### config.mk
export PLATFORM = sky130hd
export DESIGN_NAME = gcd_fraction_reducer_unit
export DESIGN_NICKNAME = d
export VERILOG_FILES = /design/src/design/gfr_pkg.sv /design/src/design/gfr_sub.sv /design/src/design/gfr_core.sv /design/src/design/gcd_fraction_reducer_unit.sv
export VERILOG_INCLUDE_DIRS = /design/src /design/src/design
export SDC_FILE = /design/constraint.sdc
export NUM_CORES = 2
export LEC_CHECK = 0
export BUFFER_PORTS_ARGS = -buffer_cell sky130_fd_sc_hd__buf_2
export CAP_MARGIN = 20
export CORE_MARGIN = 2
export CORE_UTILIZATION = 61
export DETAILED_ROUTE_END_ITERATION = 8
export GPL_TIMING_DRIVEN = 0
export PLACE_DENSITY = 0.77
export SLEW_MARGIN = 10
export SYNTH_ARGS = -nofsm -noshare
export SYNTH_HDL_FRONTEND = slang
export SYNTH_SLANG_ARGS = --single-unit
### constraint.sdc
create_clock -name clk -period 12.4 [get_ports clk]
set_input_delay 0.62 -clock clk [delete_from_list [all_inputs] [get_ports clk]]
set_output_delay 0.62 -clock clk [all_outputs]
set_load 0.02 [all_outputs]
### src/design/gcd_fraction_reducer_unit_defines.svh
// Assertion macros used by the fraction reducer core.
`ifndef GCD_FRACTION_REDUCER_UNIT_DEFINES_SVH
`define GCD_FRACTION_REDUCER_UNIT_DEFINES_SVH

// Check that cons holds in the same cycle as ante, on clk, outside reset.
`define GFR_CHECK(label, ante, cons, msg) \
	label: assert property (@(posedge clk) disable iff (!arst_n) (ante) |-> (cons)) \
		else $error(msg);

// Check that cons holds in the cycle after ante, on clk, outside reset.
`define GFR_CHECK_NEXT(label, ante, cons, msg) \
	label: assert property (@(posedge clk) disable iff (!arst_n) (ante) |=> (cons)) \
		else $error(msg);

`endif

### src/design/gfr_pkg.sv
// Shared types and constants of the fraction reducer.
package gfr_pkg;

	localparam int VALUE_BITS_DEF = 64;
	localparam int DATA_BITS      = 64;
	localparam int DIV_BITS       = 63;

	typedef struct packed {
		logic signed [DATA_BITS-1:0] top_value;
		logic signed [DATA_BITS-1:0] bottom_value;
	} request_t;

	typedef struct packed {
		logic [DIV_BITS-1:0]         common_divisor;
		logic signed [DATA_BITS-1:0] reduced_top;
		logic signed [DATA_BITS-1:0] reduced_bottom;
		logic                        both_zero;
	} result_t;

	typedef struct packed {
		logic start;
		logic take;
	} core_ctrl_t;

	typedef struct packed {
		logic busy;
		logic done;
		logic both_zero;
		logic top_neg;
		logic bottom_neg;
	} core_status_t;

endpackage

### src/design/gfr_sub.sv
// Shared subtract and compare unit of the reducer datapath.
module gfr_sub #(
	parameter int WIDTH = gfr_pkg::VALUE_BITS_DEF
) (
	input  logic [WIDTH-1:0] x,
	input  logic [WIDTH-1:0] y,
	output logic [WIDTH-1:0] diff,
	output logic             ge
);

	logic [WIDTH:0] sum;

	// Add the complement: the carry out is set when x >= y
	assign sum  = {1'b0, x} + {1'b0, ~y} + {{WIDTH{1'b0}}, 1'b1};
	assign diff = sum[WIDTH-1:0];
	assign ge   = sum[WIDTH];

endmodule

### src/design/gfr_core.sv
// Sequencer and registers for binary GCD and two restoring divisions.
`include "gcd_fraction_reducer_unit_defines.svh"

module gfr_core #(
	parameter int MAG_BITS = gfr_pkg::VALUE_BITS_DEF - 1
) (
	input  logic                  clk,
	input  logic                  arst_n,
	input  gfr_pkg::core_ctrl_t   ctrl,
	input  logic [MAG_BITS-1:0]   top_mag,
	input  logic [MAG_BITS-1:0]   bottom_mag,
	input  logic                  top_neg,
	input  logic                  bottom_neg,
	output gfr_pkg::core_status_t status,
	output logic [MAG_BITS-1:0]   divisor,
	output logic [MAG_BITS-1:0]   quot_top,
	output logic [MAG_BITS-1:0]   quot_bottom
);

	localparam int CNT_BITS = $clog2(MAG_BITS + 1);

	localparam logic [2:0] ST_IDLE  = 3'd0;
	localparam logic [2:0] ST_GCD   = 3'd1;
	localparam logic [2:0] ST_SHIFT = 3'd2;
	localparam logic [2:0] ST_DIV_T = 3'd3;
	localparam logic [2:0] ST_DIV_B = 3'd4;
	localparam logic [2:0] ST_DONE  = 3'd5;

	logic [2:0]          state_q, state_d;
	logic [MAG_BITS-1:0] a_q, a_d;
	logic [MAG_BITS-1:0] b_q, b_d;
	logic [MAG_BITS-1:0] g_q, g_d;
	logic [MAG_BITS-1:0] r_q, r_d;
	logic [MAG_BITS-1:0] mt_q, mt_d;
	logic [MAG_BITS-1:0] mb_q, mb_d;
	logic [MAG_BITS-1:0] qt_q, qt_d;
	logic [MAG_BITS-1:0] qb_q, qb_d;
	logic [CNT_BITS-1:0] k_q, k_d;
	logic [CNT_BITS-1:0] cnt_q, cnt_d;
	logic                top_neg_q, top_neg_d;
	logic                bot_neg_q, bot_neg_d;
	logic                both_zero_q, both_zero_d;

	logic                div_phase;
	logic [MAG_BITS:0]   trial;
	logic [MAG_BITS:0]   sub_x;
	logic [MAG_BITS:0]   sub_y;
	logic [MAG_BITS:0]   sub_diff;
	logic                sub_ge;

	// Route operands of the shared subtractor by phase
	assign div_phase = (state_q == ST_DIV_T) || (state_q == ST_DIV_B);
	assign trial     = {r_q, a_q[MAG_BITS-1]};
	assign sub_x     = div_phase ? trial : {1'b0, a_q};
	assign sub_y     = div_phase ? {1'b0, g_q} : {1'b0, b_q};

	gfr_sub #(
		.WIDTH(MAG_BITS + 1)
	) u_sub (
		.x   (sub_x),
		.y   (sub_y),
		.diff(sub_diff),
		.ge  (sub_ge)
	);

	// Advance the sequencer one step
	always_comb begin
		logic [MAG_BITS-1:0] quo_next;
		quo_next    = {a_q[MAG_BITS-2:0], sub_ge};
		state_d     = state_q;
		a_d         = a_q;
		b_d         = b_q;
		g_d         = g_q;
		r_d         = r_q;
		mt_d        = mt_q;
		mb_d        = mb_q;
		qt_d        = qt_q;
		qb_d        = qb_q;
		k_d         = k_q;
		cnt_d       = cnt_q;
		top_neg_d   = top_neg_q;
		bot_neg_d   = bot_neg_q;
		both_zero_d = both_zero_q;
		unique case (state_q)
			ST_IDLE: begin
				if (ctrl.start) begin
					a_d         = top_mag;
					b_d         = bottom_mag;
					mt_d        = top_mag;
					mb_d        = bottom_mag;
					k_d         = '0;
					top_neg_d   = top_neg;
					bot_neg_d   = bottom_neg;
					both_zero_d = (top_mag == '0) && (bottom_mag == '0);
					if ((top_mag == '0) && (bottom_mag == '0)) begin
						g_d     = '0;
						qt_d    = '0;
						qb_d    = '0;
						state_d = ST_DONE;
					end else begin
						state_d = ST_GCD;
					end
				end
			end
			ST_GCD: begin
				if ((a_q == '0) || (b_q == '0)) begin
					// One side is exhausted: the other holds the odd part
					g_d = a_q | b_q;
					if (k_q == '0) begin
						a_d     = mt_q;
						r_d     = '0;
						cnt_d   = CNT_BITS'(MAG_BITS);
						state_d = ST_DIV_T;
					end else begin
						state_d = ST_SHIFT;
					end
				end else if (!a_q[0] && !b_q[0]) begin
					a_d = a_q >> 1;
					b_d = b_q >> 1;
					k_d = k_q + CNT_BITS'(1);
				end else if (!a_q[0]) begin
					a_d = a_q >> 1;
				end else if (!b_q[0]) begin
					b_d = b_q >> 1;
				end else if (sub_ge) begin
					a_d = sub_diff[MAG_BITS-1:0];
				end else begin
					// Swap so the next step subtracts the smaller one
					a_d = b_q;
					b_d = a_q;
				end
			end
			ST_SHIFT: begin
				if (k_q == '0) begin
					a_d     = mt_q;
					r_d     = '0;
					cnt_d   = CNT_BITS'(MAG_BITS);
					state_d = ST_DIV_T;
				end else begin
					g_d = g_q << 1;
					k_d = k_q - CNT_BITS'(1);
				end
			end
			ST_DIV_T, ST_DIV_B: begin
				r_d   = sub_ge ? sub_diff[MAG_BITS-1:0] : trial[MAG_BITS-1:0];
				a_d   = quo_next;
				cnt_d = cnt_q - CNT_BITS'(1);
				if (cnt_q == CNT_BITS'(1)) begin
					if (state_q == ST_DIV_T) begin
						qt_d    = quo_next;
						a_d     = mb_q;
						r_d     = '0;
						cnt_d   = CNT_BITS'(MAG_BITS);
						state_d = ST_DIV_B;
					end else begin
						qb_d    = quo_next;
						state_d = ST_DONE;
					end
				end
			end
			ST_DONE: begin
				if (ctrl.take) begin
					state_d = ST_IDLE;
				end
			end
			default: begin
				state_d = ST_IDLE;
			end
		endcase
	end

	// Hold the sequencer state
	always_ff @(posedge clk or negedge arst_n) begin
		if (!arst_n) begin
			state_q <= ST_IDLE;
		end else begin
			state_q <= state_d;
		end
	end

	// Hold the datapath registers
	always_ff @(posedge clk) begin
		a_q         <= a_d;
		b_q         <= b_d;
		g_q         <= g_d;
		r_q         <= r_d;
		mt_q        <= mt_d;
		mb_q        <= mb_d;
		qt_q        <= qt_d;
		qb_q        <= qb_d;
		k_q         <= k_d;
		cnt_q       <= cnt_d;
		top_neg_q   <= top_neg_d;
		bot_neg_q   <= bot_neg_d;
		both_zero_q <= both_zero_d;
	end

	assign status.busy       = (state_q != ST_IDLE);
	assign status.done       = (state_q == ST_DONE);
	assign status.both_zero  = both_zero_q;
	assign status.top_neg    = top_neg_q;
	assign status.bottom_neg = bot_neg_q;
	assign divisor           = g_q;
	assign quot_top          = qt_q;
	assign quot_bottom       = qb_q;

	`GFR_CHECK(a_rem_below_div, div_phase, r_q < g_q, "remainder reached the divisor")
	`GFR_CHECK(a_div_nonzero, div_phase, g_q != '0, "division by a zero divisor")
	`GFR_CHECK(a_gcd_live, state_q == ST_GCD, (a_q != '0) || (b_q != '0), "gcd operands lost")
	`GFR_CHECK_NEXT(a_take_idle, status.done && ctrl.take, state_q == ST_IDLE, "no idle after take")

endmodule

### src/design/gcd_fraction_reducer_unit.sv
// Top level of the fraction reducer: operand conditioning, core and output register.
//
//   channel  | direction | handshake                      | payload
//   request  | in        | request_valid / request_stall  | gfr_pkg::request_t
//   result   | out       | result_valid / result_stall    | gfr_pkg::result_t
//
// One request runs the binary GCD loop (data dependent), then re-shifts the common factors of
// two into the divisor, then the two exact divisions of the magnitudes by it; the GCD
// subtractions and the divisions all run on the single shared subtractor. Two zero operands
// skip the loop and the divisions: the sequencer goes straight from acceptance to its done
// state, and the next request can be accepted once that result is taken.
// Reset clears the sequencer and the output valid; no clearing pass is needed.
// request_stall is high from acceptance until the result moves into the output register,
// which happens while a previous result still waits only once that one is taken.
module gcd_fraction_reducer_unit #(
	parameter int VALUE_BITS = gfr_pkg::VALUE_BITS_DEF
) (
	input  logic              clk,
	input  logic              arst_n,
	input  logic              request_valid,
	output logic              request_stall,
	input  gfr_pkg::request_t request,
	output logic              result_valid,
	input  logic              result_stall,
	output gfr_pkg::result_t  result
);

	localparam int MAG_BITS = VALUE_BITS - 1;

	gfr_pkg::core_ctrl_t   ctrl;
	gfr_pkg::core_status_t status;
	logic [MAG_BITS-1:0]   top_mag;
	logic [MAG_BITS-1:0]   bottom_mag;
	logic [MAG_BITS-1:0]   divisor;
	logic [MAG_BITS-1:0]   quot_top;
	logic [MAG_BITS-1:0]   quot_bottom;
	logic [gfr_pkg::DIV_BITS-1:0]  div_ext;
	logic [gfr_pkg::DATA_BITS-1:0] top_ext;
	logic [gfr_pkg::DATA_BITS-1:0] bot_ext;
	logic                  take;
	logic                  result_valid_q;
	gfr_pkg::result_t      result_q;

	// Magnitude of a sign-extended operand, most negative value saturated
	function automatic logic [MAG_BITS-1:0] magnitude_of(input logic [VALUE_BITS-1:0] raw);
		logic [VALUE_BITS-1:0] neg_raw;
		neg_raw = ~raw + VALUE_BITS'(1);
		if (raw == {1'b1, {MAG_BITS{1'b0}}}) begin
			return {MAG_BITS{1'b1}};
		end else if (raw[MAG_BITS]) begin
			return neg_raw[MAG_BITS-1:0];
		end else begin
			return raw[MAG_BITS-1:0];
		end
	endfunction

	// Condition operands from the low field bits
	assign top_mag    = magnitude_of(request.top_value[VALUE_BITS-1:0]);
	assign bottom_mag = magnitude_of(request.bottom_value[VALUE_BITS-1:0]);

	// Accept a request only while the core is idle
	assign request_stall = status.busy;
	assign ctrl.start    = request_valid && !status.busy;
	assign take          = status.done && (!result_valid_q || !result_stall);
	assign ctrl.take     = take;

	gfr_core #(
		.MAG_BITS(MAG_BITS)
	) u_core (
		.clk        (clk),
		.arst_n     (arst_n),
		.ctrl       (ctrl),
		.top_mag    (top_mag),
		.bottom_mag (bottom_mag),
		.top_neg    (request.top_value[VALUE_BITS-1]),
		.bottom_neg (request.bottom_value[VALUE_BITS-1]),
		.status     (status),
		.divisor    (divisor),
		.quot_top   (quot_top),
		.quot_bottom(quot_bottom)
	);

	// Widen core results to the field widths
	always_comb begin
		div_ext = '0;
		top_ext = '0;
		bot_ext = '0;
		div_ext[MAG_BITS-1:0] = divisor;
		top_ext[MAG_BITS-1:0] = quot_top;
		bot_ext[MAG_BITS-1:0] = quot_bottom;
	end

	// Hold the result valid until the receiver takes it
	always_ff @(posedge clk or negedge arst_n) begin
		if (!arst_n) begin
			result_valid_q <= 1'b0;
		end else if (take) begin
			result_valid_q <= 1'b1;
		end else if (!result_stall) begin
			result_valid_q <= 1'b0;
		end
	end

	// Load the result payload, restoring the operand signs
	always_ff @(posedge clk) begin
		if (take) begin
			result_q.common_divisor <= div_ext;
			result_q.reduced_top    <= status.top_neg ? ('0 - top_ext) : top_ext;
			result_q.reduced_bottom <= status.bottom_neg ? ('0 - bot_ext) : bot_ext;
			result_q.both_zero      <= status.both_zero;
		end
	end

	assign result_valid = result_valid_q;
	assign result       = result_q;

endmodule
# --- After elaboration in Yosys (flattened, before gate mapping) ---
# Cells that the tools add are included.
# W data, S select, Z words.
word_totals:
  regBits: 715
  in_bits: 132
  output_inout_bits: 194
  wordCells: 158
op_classes:
  addsub: 9
  eq_ne: 23
  n_mux: 63
  bitwise_logic: 4
  n_reduce_logical: 36
op_table:
  columns: ["operator", "n"]
  rows:
  - ["$mux W63", 35]
  - ["$pmux W63 S2", 3]
  - ["$pmux W63 S3", 2]
  - ["$logic_not A63 Y1", 4]
  - ["$pmux W63 S4", 1]
  - ["$eq A64 B64 Y1 const B", 2]
  - ["$sub A1 B63 Y64 const A", 2]
  - ["$add A63 B1 Y63 const B", 2]
  - ["$not A63 Y63", 2]
  - ["$add A64 B64 Y65", 1]
  - ["$add A65 B1 Y65 const B", 1]
  - ["$mux W64", 1]
  - ["$not A64 Y64", 1]
  - ["$or A63 B63 Y63", 1]
  - ["$mux W6", 8]
  - ["$pmux W6 S3", 2]
  - ["$reduce_and A5 Y1", 6]
  - ["$mux W3", 6]
  - ["$ne A2 B1 Y1 const B", 8]
  - ["$pmux W3 S5", 1]
  - ["$sub A6 B1 Y6 const B", 2]
  - ["$reduce_bool A3 Y1", 3]
  - ["$ne A2 B2 Y1 const B", 4]
  - ["$add A6 B1 Y6 const B", 1]
  - ["19 further kinds", 36]

# --- Depth between registers and ports, before layout ---
depth:
  depth_word: 12
  depth_mapped: 25
  mapped_depth_nobuf: 17

# --- Cells and area by module ---
# A second synthesis with hierarchy kept.
hier_totals:
  cells_unflattened: 4430
  hier_area_um2: 42497.0
by_module_without_submodules:
  columns: ["module", "n_inst", "cells_each", "area_each_um2", "seq_area_each_um2"]
  rows:
  - ["gfr_core", 1, 2608, 26280.2, 15660.0]
  - ["gcd_fraction_reducer_unit", 1, 1194, 12172.9, 5790.6]
  - ["gfr_sub", 1, 628, 4043.9, 0.0]

# --- Least setup slack after synthesis ---
# No wires, ideal clock.
synth_timing:
  path_kind: "register -> register"
  startpoint: "reg u_core.state_q[1]"
  endpoint: "reg result_q (netlist bit result[0]), enable pin"
  setup_ns: 0.809
  arrival_ns: 10.286
  required_ns: 11.591
  path_slack_ns: 1.305
  stages_incl_launch_ff: 5
  n_path_buf: 1
  synth_period_minus_slack_ns: 11.095
  cell_sequence: "dfrtp_1 -> clkbuf_1 -> nand2b_1 -> or2_2 -> a21oi_1"
synth_between:
  elab_chain_cells: 2
synth_lines:
  columns: ["element", "line_no", "source"]
  rows:
  - ["start: declaration", "gfr_core.sv:29", "logic [2:0] state_q, state_d;"]
  - ["start signal: assignment", "gfr_core.sv:177", "state_q <= state_d;"]
  - ["$eq A3 B3 Y1", "gfr_core.sv:199", "assign status.done = (state_q == ST_DONE);"]
  - ["$logic_and A1 B1 Y1", "gcd_fraction_reducer_unit.sv:64", "assign take = status.done && (!result_valid_q || !result_stall);"]
  - ["net take", "gcd_fraction_reducer_unit.sv:40", "logic take;"]
  - ["end: declaration", "gcd_fraction_reducer_unit.sv:42", "gfr_pkg::result_t result_q;"]
# The timed path passes the listed nets, and every way through them passes these cells.
# A chain may end at the register's enable or synchronous reset.

# --- Worst setup path after layout ---
layout_timing:
  startpoint: "reg u_core.state_q[0]"
  endpoint: "reg u_core.b_q[23], enable pin"
layout_between:
  elab_chain_cells: 8
  word_cells_on_any_way: 19
  cone_classes: "add/sub: 2; eq/ne: 7; mux: 2; bitwise: 1; reduce/logical: 7"
layout_lines:
  columns: ["element", "line_no", "source"]
  rows:
  - ["$eq A3 B2 Y1 or $eq A3 B3 Y1 (tied branches)", "gfr_core.sv:52", "assign div_phase = (state_q == ST_DIV_T) || (state_q == ST_DIV_B);"]
  - ["$logic_or A1 B1 Y1", "gfr_core.sv:52", null]
  - ["$mux W63", "gfr_core.sv:55", "assign sub_y = div_phase ? {1'b0, g_q} : {1'b0, b_q};"]
  - ["$not A64 Y64", "gfr_sub.sv:14", "assign sum = {1'b0, x} + {1'b0, ~y} + {{WIDTH{1'b0}}, 1'b1};"]
  - ["$add A64 B64 Y65", "gfr_sub.sv:14", null]
  - ["$add A65 B1 Y65", "gfr_sub.sv:14", null]
  - ["$ne A4 B4 Y1 (no line)", null, null]
  - ["$reduce_and A5 Y1 (no line) (*)", null, null]
  - ["end signal: assignment", "gfr_core.sv:184", "b_q <= b_d;"]
  - ["end: declaration", "gfr_core.sv:31", "logic [MAG_BITS-1:0] b_q, b_d;"]
# Mark *: on every way between the ends. The rest lies on a longest branch, timed or not.

==> metrics.txt <==
Filler Cells Inserted=5,003; share of layout cells above drive strength 1=10.8%; Root Buffer=clkbuf_16; initial antenna violation count=8; Yosys cell types=85; routed vias=40.2k; mux contribution to synthesized area=4.45%; CTS Buffer Depth=3; hpwl dp=141,000 um; Comb pwr share=49.7%; core box area=68,300 um^2; asr flop ratio synth=0.559%; DR vias/cell=7.24; H-tree depth=3; global-route wire length before repair=257,000 um; Synth Area in Simple Gates=18.1%; DRT iter0 DRCs=8,454; CTS Buf Count=73; die extent in y=266 um; number of routed nets with antenna violations=0; Power Internal=6.44 mW; Synth-to-Final Area Change=13.3%; Resize count post-CTS=0; drt pass-1 iters=9; total grt overflow=0; DP Cell Count=5,412; r2r setup slk=0.36 ns; Routed WL=185,000 um; clock-pin slew on the worst setup and hold paths=0.06 ns; TritonCTS clock tree=done; sequential share of the synthesized area=51.1%; setup violators final=0; clock network fraction of design power=17.1%; Yosys top cell by area=edfxtp_1; Min-Delay Endpoint=result_valid; Hold Crit Start=result_stall; sw frac=48.7%; DIE AREA=70,900 um^2; Worst Setup Path Type=flip-flop to flip-flop; All-Layer GR Usage=50.6%; failing checks=DRC; status=finished, violations left; most common cell in the synthesized netlist=nand2_1; DR WL/cell=33.2 um; drt drc=3; Pins Over Slew Limit=0; area of the mapped netlist=41,900 um^2; Pwr per Cell Area=264 nW/um^2; largest family of logic cells by synthesized area=simple AND/OR/NAND/NOR gates; Worst EP required=12.70 ns; post-route insts no fill=5,560; Final Skew=0.0353 ns; Avg Inst Size Synth=10.0 um^2; Final Power=12.6 mW; unrepaired setup endpoints after global routing=false; Post-synth top cells=nand2_1 (721), edfxtp_1 (711), a21oi_1 (296), nor2_1 (276), o21ai_0 (255); IO buf count=311; core utilization of the finished layout=69.5%; Sequential Area=21,500 um^2; multi-input logic area=19,400 um^2; Net Count, Synth=4,399; Yosys Warn Count=0; path type of the worst min-delay path=input port to flip-flop; Cell Rows=96; largest net degree at the start of global routing=87; Slew headroom=17.0%; Post-DP Area=45,200 um^2; EDFF count, synth=711; Synth top area share=50.9%; die width=266 um; area fraction in compound gates after synthesis=15.3%; CP max FO=44; Psw=6.11 mW; Primary FF master, synth=edfxtp_1; design area=47,500 um^2; Max Clk Rate=83.1 MHz; worst r2r src=u_core.state_q[0]; Yosys reg bits=715; Slew @ Worst Pin=1.24 ns; Hold Vio Cnt, Final=0; cells after synthesis=4,192; Reg2Reg Depth=26; clk_lat worst skew=0.64 ns; worst vdd ir=0.144 mV; NumNets Final=4,818; fin crit share=97.1%; setup TNS=0 ns; clk sinks=715; Worst R2R End=u_core.b_q[23]; worst setup path startpoint=u_core.state_q[0]; LEAKAGE=17.3 nW; routability cong.=1.07; # IOs=326; vias in the first global route=37.1k; max-cap viol count=0; worst path arrival time=12.34 ns; crit end category=flip-flop; CP startpoint kind=flip-flop; Area contributors post-synth=edfxtp_1 (51%), nand2_1 (6.5%), mux2i_1 (4.3%), xnor2_1 (3.8%), a21oi_1 (3.5%); Post-Synth XOR/XNOR Area=5.93%; Post-Synth Adder-Cell Area=2.27%; min cycle time layout=12.04 ns; sequential share of power=33.2%; Starting Density=61.4%; Hold Path Depth=3
-- layout make-up --
cell class,count,share of cell area (%)
Buffer,255,2.03
Tap cell,882,2.32
Antenna cell,15,0.0790
Multi-Input combinational cell,3161,40.8
Timing Repair Buffer,344,4.49
Inverter,61,0.492
Clock inverter,43,0.669
Clock buffer,84,3.97
Sequential cell,715,45.1
-- logic make-up after synthesis --
kind of cell             after synthesis
AND/OR/NAND/NOR                     1610
AO/OA/AOI/OAI                       1006
flip-flops                           715
buffers and inverters                316
XOR/XNOR                             284
multiplexers                         186
adder cells (fa/ha/maj)               75
-- metrics by stage --
stage / setup WS [ns] / hold slack, ns
2_1_floorplan: 1.31 / 0.324
3_3_place_gp: -1.51 / 0.409
3_5_place_dp: 1.30 / 0.405
4_1_cts: 1.25 / 0.274
5_1_grt: 0.594 / 0.289
6_report: 0.359 / 0.276
-- state kept, by name, indices dropped and copies added (netlist names), 3 cells and up --
register and count:
u_core.state_q 3, u_core.mb_q 63, u_core.divisor 63, u_core.mt_q 63
u_core.a_q 63, result 192, u_core.r_q 63, u_core.quot_top 63
u_core.k_q 6, u_core.b_q 63, u_core.quot_bottom 63, u_core.cnt_q 6
-- worst max-delay path by stage --
stage	end	cells after the start	slack, ns
final	u_core.b_q[23]	26	0.36
after global routing	u_core.b_q[32]	26	0.59
after CTS	u_core.b_q[37]	26	1.25
after detailed placement	u_core.b_q[18]	26	1.30
after global placement	result[131]	4	-1.51
after floorplan	result[0]	4	1.31
-- placed cells by master (no fill, tap or decap), types with 62 or more instances in the layout --
cell type  netlist  layout
nand2_1        721     721
edfxtp_1       711     711
buf_2            1     313
a21oi_1        296     293
nor2_1         276     276
o21ai_0        255     252
clkbuf_1       226     236
xnor2_1        184     184
mux2i_1        181     181
xor2_1         100     100
nand3_1         91      91
nor2b_1         91      91
clkbuf_16        0      74
ha_1            73      73
nor3_1          67      66
nor4_1          69      65
o31ai_1         62      62
-- per-layer routing --
metal / share of wire [%] / track usage (%) / wire, um
met1: 33 / 61.4 / 60100
met2: 42 / 75.1 / 78000
met3: 17 / 19.6 / 31300
met4: 8.3 / 33.6 / 15300
met5: 0.028 / 0 / 51
-- worst max-delay path, cell delays in order, from the launching register on --
cell and delay, ns:
dfrtp_1 0.46, and3b_1 0.21, clkbuf_1 0.16, a21oi_2 0.24, buf_6 0.24, clkbuf_1 0.77
clkbuf_1 0.97, clkbuf_1 0.64, buf_1 0.77, clkbuf_1 0.62, nand2_1 0.13, nand2_1 0.09
ha_1 0.22, clkbuf_1 0.18, a21oi_1 0.24, o21ai_0 0.22, a221o_1 0.43, a211oi_1 0.77
nand4_1 0.35, a21o_1 0.24, clkbuf_1 0.29, nand2_1 0.24, clkbuf_1 0.59, clkbuf_1 0.96
clkbuf_1 0.73, o21a_4 0.50, buf_16 0.31
-- power groups by stage --
stage	sequential (mW)	clock, mW	combinational (mW)
final	4.17	2.14	6.24
after global routing	4.12	2.19	6.43
after CTS	4.05	2.10	5.83
after global placement	4.15	0	5.60
after detailed placement	4.09	0	5.77
after floorplan	3.73	0	3.77
-- what timing repair did --
| item | in CTS | in global routing |
|---|---|---|
| hold endpoints to repair | 4 | 0 |
| setup buffers | 0 | 0 |
| setup endpoints to repair | 0 | 0 |
| hold buffers | 1 | 0 |
Note: power is estimated with default switching activity, not from simulation.
